<file path="config.mk">
export PLATFORM = sky130hd
export DESIGN_NAME = mixed_radix_index_counter_core
export DESIGN_NICKNAME = d
export VERILOG_FILES = /design/src/rtl/mrc_pkg.sv /design/src/rtl/mrc_regs.sv /design/src/rtl/mrc_dp.sv /design/src/rtl/mrc_ctrl.sv /design/src/rtl/mixed_radix_index_counter_core.sv
export VERILOG_INCLUDE_DIRS = /design/src /design/src/rtl
export SDC_FILE = /design/constraint.sdc
export NUM_CORES = 1
export LEC_CHECK = 0
export BUFFER_PORTS_ARGS = -buffer_cell sky130_fd_sc_hd__buf_2
export CAP_MARGIN = 20
export CORE_MARGIN = 10
export CORE_UTILIZATION = 43
export CTS_CLUSTER_SIZE = 14
export DETAILED_ROUTE_END_ITERATION = 10
export GPL_TIMING_DRIVEN = 1
export PLACE_DENSITY_LB_ADDON = 0.25
export SLEW_MARGIN = 10
export SYNTH_ARGS = -nofsm -noshare
export SYNTH_HDL_FRONTEND = slang
export SYNTH_SLANG_ARGS = --single-unit
</file>
<file path="constraint.sdc">
create_clock -name clk_i -period 6.1 [get_ports clk_i]
set_clock_uncertainty 0.15 [all_clocks]
set_input_delay 0.305 -clock clk_i [delete_from_list [all_inputs] [get_ports clk_i]]
set_output_delay 0.305 -clock clk_i [all_outputs]
set_load 0.005 [all_outputs]
</file>
<file path="src/rtl/assert_macros.svh">
// ----------------------------------------------------------------------------
// Assertion macros
// Shared helpers for concurrent assertions; the default form is clocked on
// clk_i and held off while rst_ni is low.
// ----------------------------------------------------------------------------
`ifndef ASSERT_MACROS_SVH
`define ASSERT_MACROS_SVH

// Generic form: explicit clock and active-low reset.
`define ASSERT_CLK_RST(lbl, clk, rst_n, prop) \
  lbl: assert property (@(posedge clk) disable iff (!(rst_n)) (prop)) \
    else $error("assertion failed");

// Default form: the block's clock and reset.
`define ASSERT_DEF(lbl, prop) \
  `ASSERT_CLK_RST(lbl, clk_i, rst_ni, prop)

`endif

</file>
<file path="src/rtl/mrc_pkg.sv">
// ----------------------------------------------------------------------------
// mrc_pkg
// Shared constants, command codes and controller/datapath interface types
// for the mixed-radix index counter.
// ----------------------------------------------------------------------------
package mrc_pkg;

  // Geometry of the index.
  localparam int MAX_DIMS     = 4;
  localparam int COORD_BITS   = 16;
  localparam int SIZE_BITS    = 11;
  localparam int SIZE_REGS    = 4;
  localparam int DIM_BITS     = 2;
  localparam int CNT_BITS     = $clog2(MAX_DIMS + 1);
  localparam int EXT_BITS     = COORD_BITS + 1;
  localparam int DIV_CNT_BITS = $clog2(COORD_BITS);
  localparam int KIND_BITS    = 2;
  localparam int AMOUNT_BITS  = 10;
  localparam int DIMS_BITS    = 3;

  // Reset values of the configuration registers.
  localparam logic [DIMS_BITS-1:0] DIMS_RESET   = DIMS_BITS'(4);
  localparam logic [SIZE_BITS-1:0] SIZE_DEFAULT = SIZE_BITS'(16);

  // Configuration register indexes.
  localparam int CFG_IDX_BITS = 3;
  localparam logic [CFG_IDX_BITS-1:0] CFG_DIMS      = CFG_IDX_BITS'(0);
  localparam logic [CFG_IDX_BITS-1:0] CFG_SIZE_BASE = CFG_IDX_BITS'(1);
  localparam logic [CFG_IDX_BITS-1:0] CFG_SIZE_LAST = CFG_IDX_BITS'(SIZE_REGS);

  // Command kinds carried by an item.
  typedef enum logic [KIND_BITS-1:0] {
    KIND_RESTART = 2'd0,
    KIND_STEP    = 2'd1,
    KIND_ADD     = 2'd2,
    KIND_WRITE   = 2'd3
  } mrc_kind_e;

  // Commands from the controller to the datapath.
  typedef struct packed {
    logic exec;
    logic div_load;
    logic div_step;
    logic carry;
    logic publish;
  } mrc_cmd_t;

  // Status from the datapath to the controller.
  typedef struct packed {
    logic norm_needed;
    logic div_last;
    logic more;
  } mrc_sts_t;

endpackage

</file>
<file path="src/rtl/mrc_regs.sv">
// ----------------------------------------------------------------------------
// mrc_regs
// Configuration registers: active dimension count and per-dimension sizes,
// presented to the datapath in their effective (clamped) form.
// ----------------------------------------------------------------------------
module mrc_regs (
  input  logic                                              clk_i,
  input  logic                                              rst_ni,
  input  logic                                              cfg_we_i,
  input  logic [mrc_pkg::CFG_IDX_BITS-1:0]                  cfg_idx_i,
  input  logic [mrc_pkg::SIZE_BITS-1:0]                     cfg_wdata_i,
  output logic [mrc_pkg::CNT_BITS-1:0]                      dims_n_o,
  output logic [mrc_pkg::MAX_DIMS-1:0][mrc_pkg::SIZE_BITS-1:0] size_o
);

  logic [mrc_pkg::DIMS_BITS-1:0] dims_q;
  logic [mrc_pkg::SIZE_REGS-1:0][mrc_pkg::SIZE_BITS-1:0] size_q;
  logic [mrc_pkg::CFG_IDX_BITS-1:0] size_sel;

  assign size_sel = cfg_idx_i - mrc_pkg::CFG_SIZE_BASE;

  // Register writes; indexes past the last size register are ignored.
  always_ff @(posedge clk_i or negedge rst_ni) begin
    if (!rst_ni) begin
      dims_q <= mrc_pkg::DIMS_RESET;
      for (int i = 0; i < mrc_pkg::SIZE_REGS; i++) begin
        size_q[i] <= mrc_pkg::SIZE_DEFAULT;
      end
    end else if (cfg_we_i) begin
      if (cfg_idx_i == mrc_pkg::CFG_DIMS) begin
        dims_q <= cfg_wdata_i[mrc_pkg::DIMS_BITS-1:0];
      end else if (cfg_idx_i inside {[mrc_pkg::CFG_SIZE_BASE:mrc_pkg::CFG_SIZE_LAST]}) begin
        size_q[size_sel[mrc_pkg::DIM_BITS-1:0]] <= cfg_wdata_i;
      end
    end
  end

  // A count of zero acts as one; a count above the maximum is clamped.
  always_comb begin
    if (dims_q == '0) begin
      dims_n_o = mrc_pkg::CNT_BITS'(1);
    end else if (mrc_pkg::CNT_BITS'(dims_q) > mrc_pkg::CNT_BITS'(mrc_pkg::MAX_DIMS)) begin
      dims_n_o = mrc_pkg::CNT_BITS'(mrc_pkg::MAX_DIMS);
    end else begin
      dims_n_o = mrc_pkg::CNT_BITS'(dims_q);
    end
  end

  // A size of zero acts as one; dimensions without a register use the default.
  always_comb begin
    for (int i = 0; i < mrc_pkg::MAX_DIMS; i++) begin
      if (i < mrc_pkg::SIZE_REGS) begin
        size_o[i] = (size_q[i] == '0) ? mrc_pkg::SIZE_BITS'(1) : size_q[i];
      end else begin
        size_o[i] = mrc_pkg::SIZE_DEFAULT;
      end
    end
  end

endmodule

</file>
<file path="src/rtl/mrc_dp.sv">
// ----------------------------------------------------------------------------
// mrc_dp
// Datapath: coordinate registers, combinational command logic, a bit-serial
// restoring divider for carry normalization, and the result register.
// ----------------------------------------------------------------------------
module mrc_dp (
  input  logic                                                  clk_i,
  input  logic                                                  rst_ni,
  input  mrc_pkg::mrc_cmd_t                                     cmd_i,
  output mrc_pkg::mrc_sts_t                                     sts_o,
  input  logic [mrc_pkg::KIND_BITS-1:0]                         kind_i,
  input  logic [mrc_pkg::DIM_BITS-1:0]                          dim_i,
  input  logic [mrc_pkg::AMOUNT_BITS-1:0]                       amount_i,
  input  logic [mrc_pkg::COORD_BITS-1:0]                        value_i,
  input  logic [mrc_pkg::CNT_BITS-1:0]                          dims_n_i,
  input  logic [mrc_pkg::MAX_DIMS-1:0][mrc_pkg::SIZE_BITS-1:0]  size_i,
  output logic                                                  ok_o,
  output logic [mrc_pkg::MAX_DIMS-1:0][mrc_pkg::COORD_BITS-1:0] coord_o
);

  logic [mrc_pkg::MAX_DIMS-1:0][mrc_pkg::COORD_BITS-1:0] coord_q, coord_d;
  logic [mrc_pkg::DIM_BITS-1:0]     cur_q, cur_d, cur_nxt, top_idx;
  logic                             add_q, add_d;
  logic                             ok_q, ok_d;
  logic [mrc_pkg::COORD_BITS-1:0]   dvd_q, dvd_d;
  logic [mrc_pkg::SIZE_BITS-1:0]    rem_q, rem_d;
  logic [mrc_pkg::DIV_CNT_BITS-1:0] cnt_q, cnt_d;
  logic [mrc_pkg::SIZE_BITS:0]      rem_sh, div_sz;
  logic                             div_ge;
  logic                             dim_ok;
  logic                             top_lt;
  logic                             step_done;
  logic [mrc_pkg::MAX_DIMS-1:0]     inc_lt;
  mrc_pkg::mrc_kind_e               kind;

  assign kind    = mrc_pkg::mrc_kind_e'(kind_i);
  assign dim_ok  = mrc_pkg::CNT_BITS'(dim_i) < dims_n_i;
  assign cur_nxt = cur_q + mrc_pkg::DIM_BITS'(1);
  assign top_idx = mrc_pkg::DIM_BITS'(dims_n_i - mrc_pkg::CNT_BITS'(1));
  assign top_lt  = coord_q[top_idx] < mrc_pkg::COORD_BITS'(size_i[top_idx]);

  // Status for the controller.
  assign sts_o.norm_needed = (kind == mrc_pkg::KIND_ADD) &&
      ((mrc_pkg::CNT_BITS'(dim_i) + mrc_pkg::CNT_BITS'(1)) < dims_n_i);
  assign sts_o.div_last = cnt_q == mrc_pkg::DIV_CNT_BITS'(mrc_pkg::COORD_BITS - 1);
  assign sts_o.more = (mrc_pkg::CNT_BITS'(cur_q) + mrc_pkg::CNT_BITS'(2)) < dims_n_i;

  // Per-digit test for the odometer: digit plus one still below its size.
  always_comb begin
    for (int i = 0; i < mrc_pkg::MAX_DIMS; i++) begin
      inc_lt[i] = (mrc_pkg::EXT_BITS'(coord_q[i]) + mrc_pkg::EXT_BITS'(1)) <
                  mrc_pkg::EXT_BITS'(size_i[i]);
    end
  end

  // One restoring division step: shift in the next dividend bit.
  assign rem_sh = {rem_q, dvd_q[mrc_pkg::COORD_BITS-1]};
  assign div_sz = {1'b0, size_i[cur_q]};
  assign div_ge = rem_sh >= div_sz;

  // Next-state logic for coordinates and the divider.
  always_comb begin
    coord_d   = coord_q;
    cur_d     = cur_q;
    add_d     = add_q;
    ok_d      = ok_q;
    dvd_d     = dvd_q;
    rem_d     = rem_q;
    cnt_d     = cnt_q;
    step_done = 1'b0;

    if (cmd_i.exec) begin
      add_d = 1'b0;
      case (kind)
        mrc_pkg::KIND_RESTART: begin
          for (int i = 0; i < mrc_pkg::MAX_DIMS; i++) begin
            if (mrc_pkg::CNT_BITS'(i) < dims_n_i) begin
              coord_d[i] = '0;
            end
          end
          ok_d = 1'b1;
        end
        mrc_pkg::KIND_STEP: begin
          // Lower digits wrap until the first one that can increment.
          for (int i = 0; i < mrc_pkg::MAX_DIMS; i++) begin
            if (!step_done && mrc_pkg::CNT_BITS'(i) < dims_n_i) begin
              if (inc_lt[i]) begin
                coord_d[i] = coord_q[i] + mrc_pkg::COORD_BITS'(1);
                step_done  = 1'b1;
              end else begin
                coord_d[i] = '0;
              end
            end
          end
          ok_d = step_done;
        end
        mrc_pkg::KIND_ADD: begin
          if (dim_ok) begin
            coord_d[dim_i] = coord_q[dim_i] + mrc_pkg::COORD_BITS'(amount_i);
            cur_d          = dim_i;
            add_d          = 1'b1;
          end
          ok_d = dim_ok;
        end
        mrc_pkg::KIND_WRITE: begin
          if (dim_ok) begin
            coord_d[dim_i] = value_i;
          end
          ok_d = dim_ok;
        end
        default: begin
          ok_d = 1'b0;
        end
      endcase
    end

    if (cmd_i.div_load) begin
      dvd_d = coord_q[cur_q];
      rem_d = '0;
      cnt_d = '0;
    end

    if (cmd_i.div_step) begin
      rem_d = div_ge ? mrc_pkg::SIZE_BITS'(rem_sh - div_sz)
                     : rem_sh[mrc_pkg::SIZE_BITS-1:0];
      dvd_d = {dvd_q[mrc_pkg::COORD_BITS-2:0], div_ge};
      cnt_d = cnt_q + mrc_pkg::DIV_CNT_BITS'(1);
    end

    // Remainder stays, quotient carries into the next digit.
    if (cmd_i.carry) begin
      coord_d[cur_q]   = mrc_pkg::COORD_BITS'(rem_q);
      coord_d[cur_nxt] = coord_q[cur_nxt] + dvd_q;
      cur_d            = cur_nxt;
    end
  end

  // Coordinate state and command bookkeeping.
  always_ff @(posedge clk_i or negedge rst_ni) begin
    if (!rst_ni) begin
      coord_q <= '0;
      cur_q   <= '0;
      add_q   <= 1'b0;
      ok_q    <= 1'b0;
      cnt_q   <= '0;
    end else begin
      coord_q <= coord_d;
      cur_q   <= cur_d;
      add_q   <= add_d;
      ok_q    <= ok_d;
      cnt_q   <= cnt_d;
    end
  end

  // Divider working registers.
  always_ff @(posedge clk_i) begin
    dvd_q <= dvd_d;
    rem_q <= rem_d;
  end

  // Result register, loaded when the controller publishes.
  always_ff @(posedge clk_i) begin
    if (cmd_i.publish) begin
      ok_o    <= add_q ? top_lt : ok_q;
      coord_o <= coord_q;
    end
  end

endmodule

</file>
<file path="src/rtl/mrc_ctrl.sv">
// ----------------------------------------------------------------------------
// mrc_ctrl
// Controller: accepts an item, sequences the digit-by-digit carry
// normalization through the datapath divider and hands off the result.
// ----------------------------------------------------------------------------
`include "assert_macros.svh"

module mrc_ctrl (
  input  logic              clk_i,
  input  logic              rst_ni,
  input  logic              in_valid_i,
  output logic              in_ready_o,
  output logic              out_valid_o,
  input  logic              out_ready_i,
  output mrc_pkg::mrc_cmd_t cmd_o,
  input  mrc_pkg::mrc_sts_t sts_i
);

  typedef enum logic [2:0] {
    ST_IDLE,
    ST_LOAD,
    ST_DIV,
    ST_CARRY,
    ST_FINISH
  } state_e;

  state_e state_q, state_d;
  logic   out_valid_q, out_valid_d;

  assign in_ready_o  = state_q == ST_IDLE;
  assign out_valid_o = out_valid_q;

  // Next state and commands.
  always_comb begin
    state_d = state_q;
    cmd_o   = '0;
    case (state_q)
      ST_IDLE: begin
        if (in_valid_i) begin
          cmd_o.exec = 1'b1;
          state_d    = sts_i.norm_needed ? ST_LOAD : ST_FINISH;
        end
      end
      ST_LOAD: begin
        cmd_o.div_load = 1'b1;
        state_d        = ST_DIV;
      end
      ST_DIV: begin
        cmd_o.div_step = 1'b1;
        if (sts_i.div_last) begin
          state_d = ST_CARRY;
        end
      end
      ST_CARRY: begin
        cmd_o.carry = 1'b1;
        state_d     = sts_i.more ? ST_LOAD : ST_FINISH;
      end
      ST_FINISH: begin
        // Wait only while the previous result is still unclaimed.
        if (!out_valid_q || out_ready_i) begin
          cmd_o.publish = 1'b1;
          state_d       = ST_IDLE;
        end
      end
      default: begin
        state_d = ST_IDLE;
      end
    endcase
  end

  // Result valid flag.
  always_comb begin
    if (cmd_o.publish) begin
      out_valid_d = 1'b1;
    end else if (out_ready_i) begin
      out_valid_d = 1'b0;
    end else begin
      out_valid_d = out_valid_q;
    end
  end

  // State and registered outputs.
  always_ff @(posedge clk_i or negedge rst_ni) begin
    if (!rst_ni) begin
      state_q     <= ST_IDLE;
      out_valid_q <= 1'b0;
    end else begin
      state_q     <= state_d;
      out_valid_q <= out_valid_d;
    end
  end

  // The controller is not ready again in the cycle after it accepts an item.
  `ASSERT_DEF(a_busy_after_accept, (in_valid_i && in_ready_o) |=> !in_ready_o)
  // The last division step always hands over to the carry cycle.
  `ASSERT_DEF(a_div_to_carry, (state_q == ST_DIV && sts_i.div_last) |=> state_q == ST_CARRY)
  // A result is never overwritten before it is taken.
  `ASSERT_DEF(a_no_overwrite, cmd_o.publish |-> (!out_valid_q || out_ready_i))
  // At most one datapath command is issued per cycle.
  `ASSERT_DEF(a_one_cmd, $onehot0(cmd_o))

endmodule

</file>
<file path="src/rtl/mixed_radix_index_counter_core.sv">
// A restart, step or write is executed when the item is accepted, and its result is
// published once the previous result has been taken. An add first normalizes each digit
// from the addressed one up to the one below the top (up to 3): each takes one load,
// 16 divider steps and one carry. New items are accepted only in the idle state.
// Reset: coordinates clear to zero, 4 dimensions of size 16; no clearing pass.
// ----------------------------------------------------------------------------
// mixed_radix_index_counter_core
// Top level of the mixed-radix index counter: configuration registers,
// controller and datapath, with valid/ready item channels.
// ----------------------------------------------------------------------------
module mixed_radix_index_counter_core (
  input  logic                               clk_i,
  input  logic                               rst_ni,
  // Configuration write port.
  input  logic                               cfg_we_i,
  input  logic [mrc_pkg::CFG_IDX_BITS-1:0]   cfg_idx_i,
  input  logic [mrc_pkg::SIZE_BITS-1:0]      cfg_wdata_i,
  // Input item channel.
  input  logic                               in_valid_i,
  output logic                               in_ready_o,
  input  logic [mrc_pkg::KIND_BITS-1:0]      kind_i,
  input  logic [mrc_pkg::DIM_BITS-1:0]       dim_i,
  input  logic [mrc_pkg::AMOUNT_BITS-1:0]    amount_i,
  input  logic [mrc_pkg::COORD_BITS-1:0]     value_i,
  // Result item channel.
  output logic                               out_valid_o,
  input  logic                               out_ready_i,
  output logic                               ok_o,
  output logic [mrc_pkg::COORD_BITS-1:0]     coord_0_o,
  output logic [mrc_pkg::COORD_BITS-1:0]     coord_1_o,
  output logic [mrc_pkg::COORD_BITS-1:0]     coord_2_o,
  output logic [mrc_pkg::COORD_BITS-1:0]     coord_3_o
);

  logic [mrc_pkg::CNT_BITS-1:0]                          dims_n;
  logic [mrc_pkg::MAX_DIMS-1:0][mrc_pkg::SIZE_BITS-1:0]  size_eff;
  logic [mrc_pkg::MAX_DIMS-1:0][mrc_pkg::COORD_BITS-1:0] coord;
  mrc_pkg::mrc_cmd_t                                     cmd;
  mrc_pkg::mrc_sts_t                                     sts;

  // Configuration registers.
  mrc_regs u_regs (
    .clk_i       (clk_i),
    .rst_ni      (rst_ni),
    .cfg_we_i    (cfg_we_i),
    .cfg_idx_i   (cfg_idx_i),
    .cfg_wdata_i (cfg_wdata_i),
    .dims_n_o    (dims_n),
    .size_o      (size_eff)
  );

  // Sequencing.
  mrc_ctrl u_ctrl (
    .clk_i       (clk_i),
    .rst_ni      (rst_ni),
    .in_valid_i  (in_valid_i),
    .in_ready_o  (in_ready_o),
    .out_valid_o (out_valid_o),
    .out_ready_i (out_ready_i),
    .cmd_o       (cmd),
    .sts_i       (sts)
  );

  // Coordinates, divider and result register.
  mrc_dp u_dp (
    .clk_i    (clk_i),
    .rst_ni   (rst_ni),
    .cmd_i    (cmd),
    .sts_o    (sts),
    .kind_i   (kind_i),
    .dim_i    (dim_i),
    .amount_i (amount_i),
    .value_i  (value_i),
    .dims_n_i (dims_n),
    .size_i   (size_eff),
    .ok_o     (ok_o),
    .coord_o  (coord)
  );

  assign coord_0_o = coord[0];
  assign coord_1_o = coord[1];
  assign coord_2_o = coord[2];
  assign coord_3_o = coord[3];

endmodule

</file>
==> results.md <==
- Across the run, the number of max-cap violations was 0.
- In this run, synthesis produced a sequential element count of roughly 220.
- The run finished with clean final reports.
- Synthesis produced between 1,500 and 2,000 cells.
- The setup path with the least slack is of type reg2reg.
- The pre-antenna-repair detailed-routing pass consisted of 8 iterations.
- The post-route clock period utilization is 0.830.
- TritonCTS built the clock tree.
- The pre-CTS setup slack is 1.32 ns.
- For this run, global-route usage on met1 was measured as 0.410.
- For this run, asynchronously set or reset flops after synthesis account for 0.572.
- The die covers about 49,000 sq um.
- The final critical-path required period is ~5.1 ns.
- Relative to the synthesized area, the layout overhead comes to 13.2%.
- Setup repair after global routing left no endpoint under its margin.
- The number of fill cells in the layout is approximately 3,900.
- After detailed routing, the average wire length per cell comes to 31.9 um.
- Setup violations remaining at the end of the flow were counted as 0.
- The leakage power summed over all cells is approximately 0.0084 uW.
- The most used flip-flop cell after synthesis is sky130_fd_sc_hd__dfrtp_1.
- Traced cell by cell, the critical path runs through ha_1 > nand4_1 > nor2_1 > xor2_1 > ha_1 > and2_1 > nand4_1 > a211o_1 > a31oi_1 > a2bb2oi_2 > nand2_1 > o21ai_0 > a31o_2.
- After detailed routing, the number of vias per cell comes to approximately 6.7.
- The path class of the tightest hold or removal check is in2reg.
- Global routing finished with a remaining overflow of 0.
- Leaving out fill and tap cells, the most frequent cell in the layout is sky130_fd_sc_hd__nand2_1.
- Along the worst path, the maximum fanout reaches 12.
- The cell taking the most area after synthesis is sky130_fd_sc_hd__dfrtp_1.
- The kind of end point of the critical path is a register.
- The final non-filler cell total is between 2,000 and 3,000.
- The met2 track demand over resource is 0.487.
- The later pin in the worst-skew pair is clocked with a latency of a little under 0.6 ns.
- The net count after synthesis is roughly 2,100.
- The storage element area is just under 6000 sq um.
- The post-route worst setup slack is around 1.0 ns.
- roughly 120 I/O pins were placed.
- The buffer type at the clock tree root is sky130_fd_sc_hd__clkbuf_16.
- The max-slew violation count is 0.
- Routability-driven placement finished with a final weighted congestion of ~1.1.
- In this run the vertical extent of the chip is 222 um.
- Gates resized during post-CTS repair numbered 0.
- The Yosys step of the flow raised 0 warnings.
- For the pin with the worst max-slew slack, the measured transition is ~1.2 ns.
- The number of hold-slack violations in the final timing report was 0.
- CTS built an H-tree with a depth of 1.
- The layer flagged by global routing as most heavily used is met2.
- Leaving out fill and tap cells, the most frequent cells in the layout are 222 x sky130_fd_sc_hd__nand2_1, 157 x sky130_fd_sc_hd__nor2_1, 147 x sky130_fd_sc_hd__o21ai_0, 117 x sky130_fd_sc_hd__dfrtp_1, 116 x sky130_fd_sc_hd__buf_2.
- The top-area cell type share of the netlist area is 0.168.
- VDD sags by at most about 0.30 mV.
- The initial antenna violation count is 4.
- The mean instance size in the synthesized netlist is between 9 and 10 sq um.
- The site row count is 74.
- The data arrival time of the critical path is roughly 5.4 ns.
- In this run, distinct cell masters in the synthesized netlist total 99.
- The cell total after placement is about 2,500.
- The number of synthesized flops with an enable pin is 92.
- Adding up every negative setup slack in the final design gives 0 ns.
- The timing-limited maximum frequency is ~200 MHz.
- The core region area is ~41,000 sq um.
- Buffers placed on the I/O ports in this run total about 120.
- The multi-input combinational cells in the finished layout cover a total of 10,800 sq um.
- After clock tree synthesis, the clock-pin slew on the worst setup and hold paths is roughly 0.070 ns.
- Broken down by cell family, the worst path's largest delay share belongs to compound AO/OA/AOI/OAI gates.
- In the routed design, unresolved DRC markers number 0.
- Post-CTS timing repair inserted 0 buffers for setup.
- The number of DRC markers after the initial detailed-route iteration is about 2,400.
- The critical path contains buffers and inverters numbering 0 combined.
- In this run the power density over the cells is roughly 580 nW/um^2.
- The initial utilization of the core area, before any placement, comes to 0.433.
- CTS saw ~220 sinks.
- For met3 alone, demand over resource in global routing was 0.0701.
- The post-route antenna net violation count is 0.
- The worst setup path is launched from a register.
- The cell with the largest stage delay on the worst path is sky130_fd_sc_hd__dfrtp_1.
- In the global route stage, overall resource usage came out at 0.322.
- By area the synthesized netlist is led by sky130_fd_sc_hd__dfrtp_1 17%, sky130_fd_sc_hd__edfxtp_1 16%, sky130_fd_sc_hd__ha_1 7.5%, sky130_fd_sc_hd__mux4_2 7.3%, sky130_fd_sc_hd__nand2_1 4.7%.
- The wire length of the first global-routing pass is between 100,000 and 150,000 um.
- The mapped netlist covers ~18,000 sq um.
- Of the synthesized area, sequential elements account for 0.332.
- At the worst endpoint, the required time is about 6.5 ns.
- After legalization and detailed placement, the total HPWL measured ~63,000 um.
- Counting along the longest clock path gives a buffer depth of 3.
- In the final layout, the share of cells above drive strength 1 is 0.179.
- At the end of the flow the core is filled with cells to 0.490.
- In this design, the stage delay of the slowest critical-path cell is roughly 0.75 ns.
- The number of nets in the finished design is between 2,000 and 2,500.
- The pin count of the biggest net entering global routing is between 70 and 80.
- The number of global-route vias before repair was roughly 17,000.
- Headroom to the max-slew limit came out at 0.228.
- The number of clock buffers added by TritonCTS is 27.
- The total routed wirelength is 82,800 um.
- The die is about 220 um wide.
- The overall via count from detail_route is roughly 17,000.
==> registers in the layout, summed over array words and instances, names as in the netlist, 2 cells and up <==
signal,cells
u_regs.dims_q,3
u_dp.coord_q,64
u_dp.cur_q,2
u_dp.rem_q,11
u_regs.size_q,44
u_dp.coord_o,64
u_ctrl.state_q,3
u_dp.dvd_q,16
u_dp.cnt_q,4
==> kinds of logic after synthesis <==
logic type / synth area share
adders and majority gates: 0.0781
and+or+nand+nor: 0.170
buffers and inverters: 0.0531
DFF: 0.332
xor gates and xnor gates: 0.0324
AOI/OAI and AO/OA: 0.223
muxes: 0.112
==> where the power goes <==
| group | switching [uW] | total [uW] | internal, uW |
|---|---|---|---|
| Clock | 724 | 1660 | 933 |
| Combinational | 4410 | 6980 | 2560 |
| Sequential | 813 | 2900 | 2080 |
| Total | 5950 | 11500 | 5580 |
==> layout make-up <==
class,count,share of cell area
flip-flops and latches,215,0.294
inverters,92,0.0173
repair buffers,210,0.0667
well taps,532,0.0334
multi-input cells,1496,0.544
diodes,1,0.000126
clock inverters,19,0.00930
clock buffers,31,0.0357
==> worst min-delay path: cells and delay by family <==
family / cells / cell delay, ns
buf+inv: 1 / 0.11
simple gates: 1 / 0.20
compound gates: 1 / 0.10
==> Yosys cell counts (all sizes together) (11+ instances only) <==
master,count
mux4,60
nor2,159
nor3,30
ha,105
nor4,23
edfxtp,92
mux2,21
a221oi,11
a21o,39
nand3,54
and2,14
a21oi,113
a22oi,18
xor2,24
buf,34
nand4,18
nand2b,13
o21a,16
a221o,11
nor2b,11
dfrtp,118
o22ai,15
inv,91
xnor2,41
o211ai,22
a211oi,42
o21ai,160
a31oi,16
and3,33
nand2,223
mux2i,36
clkbuf,110
==> routing by layer <==
| metal | share of wire | wire, um | vias to the layer above |
|---|---|---|---|
| li1 | - | - | 7492 |
| met1 | 0.39 | 32600 | 8549 |
| met2 | 0.44 | 36000 | 1163 |
| met3 | 0.098 | 8130 | 290 |
| met4 | 0.072 | 5970 | 4 |
| met5 | 0.00034 | 28 | - |
==> per-stage QoR <==
| stage | area (sq um) | hold slack, ns | total power [uW] |
|---|---|---|---|
| detailed placement | 18900 | 0.260 | 9570 |
| global placement | 18900 | 0.251 | 9520 |
| finish | 19900 | 0.0583 | 11500 |
| CTS | 19900 | 0.0409 | 11300 |
| floorplan | 17600 | -0.141 | 6920 |
| global route | 19900 | 0.104 | 12000 |
==> path summary, 6_finish.rpt <==
| check | from | slack (ns) | depth (start not counted) | endpoint |
|---|---|---|---|---|
| worst min register to register | u_dp.add_q | 0.34 | 1 | u_dp.add_q |
| worst max-delay path | u_dp.coord_q[16] | 1.03 | 13 | u_dp.coord_q[38] |
| min in group asynchronous | rst_ni | 0.15 | 2 | u_dp.coord_q[41] |
| max in group asynchronous | rst_ni | 4.40 | 3 | u_regs.size_q[28] |
| worst min-delay path | in_valid_i | 0.06 | 3 | u_ctrl.state_q[0] |
| worst max register to register | u_dp.coord_q[16] | 1.03 | 13 | u_dp.coord_q[38] |
==> what timing repair did <==
item / CTS / global route
hold buffers: 15 / 0
hold endpoints to repair: 119 / 0
endpoints found under the setup margin: 0 / 0
Note: power is estimated with default switching activity, not from simulation.
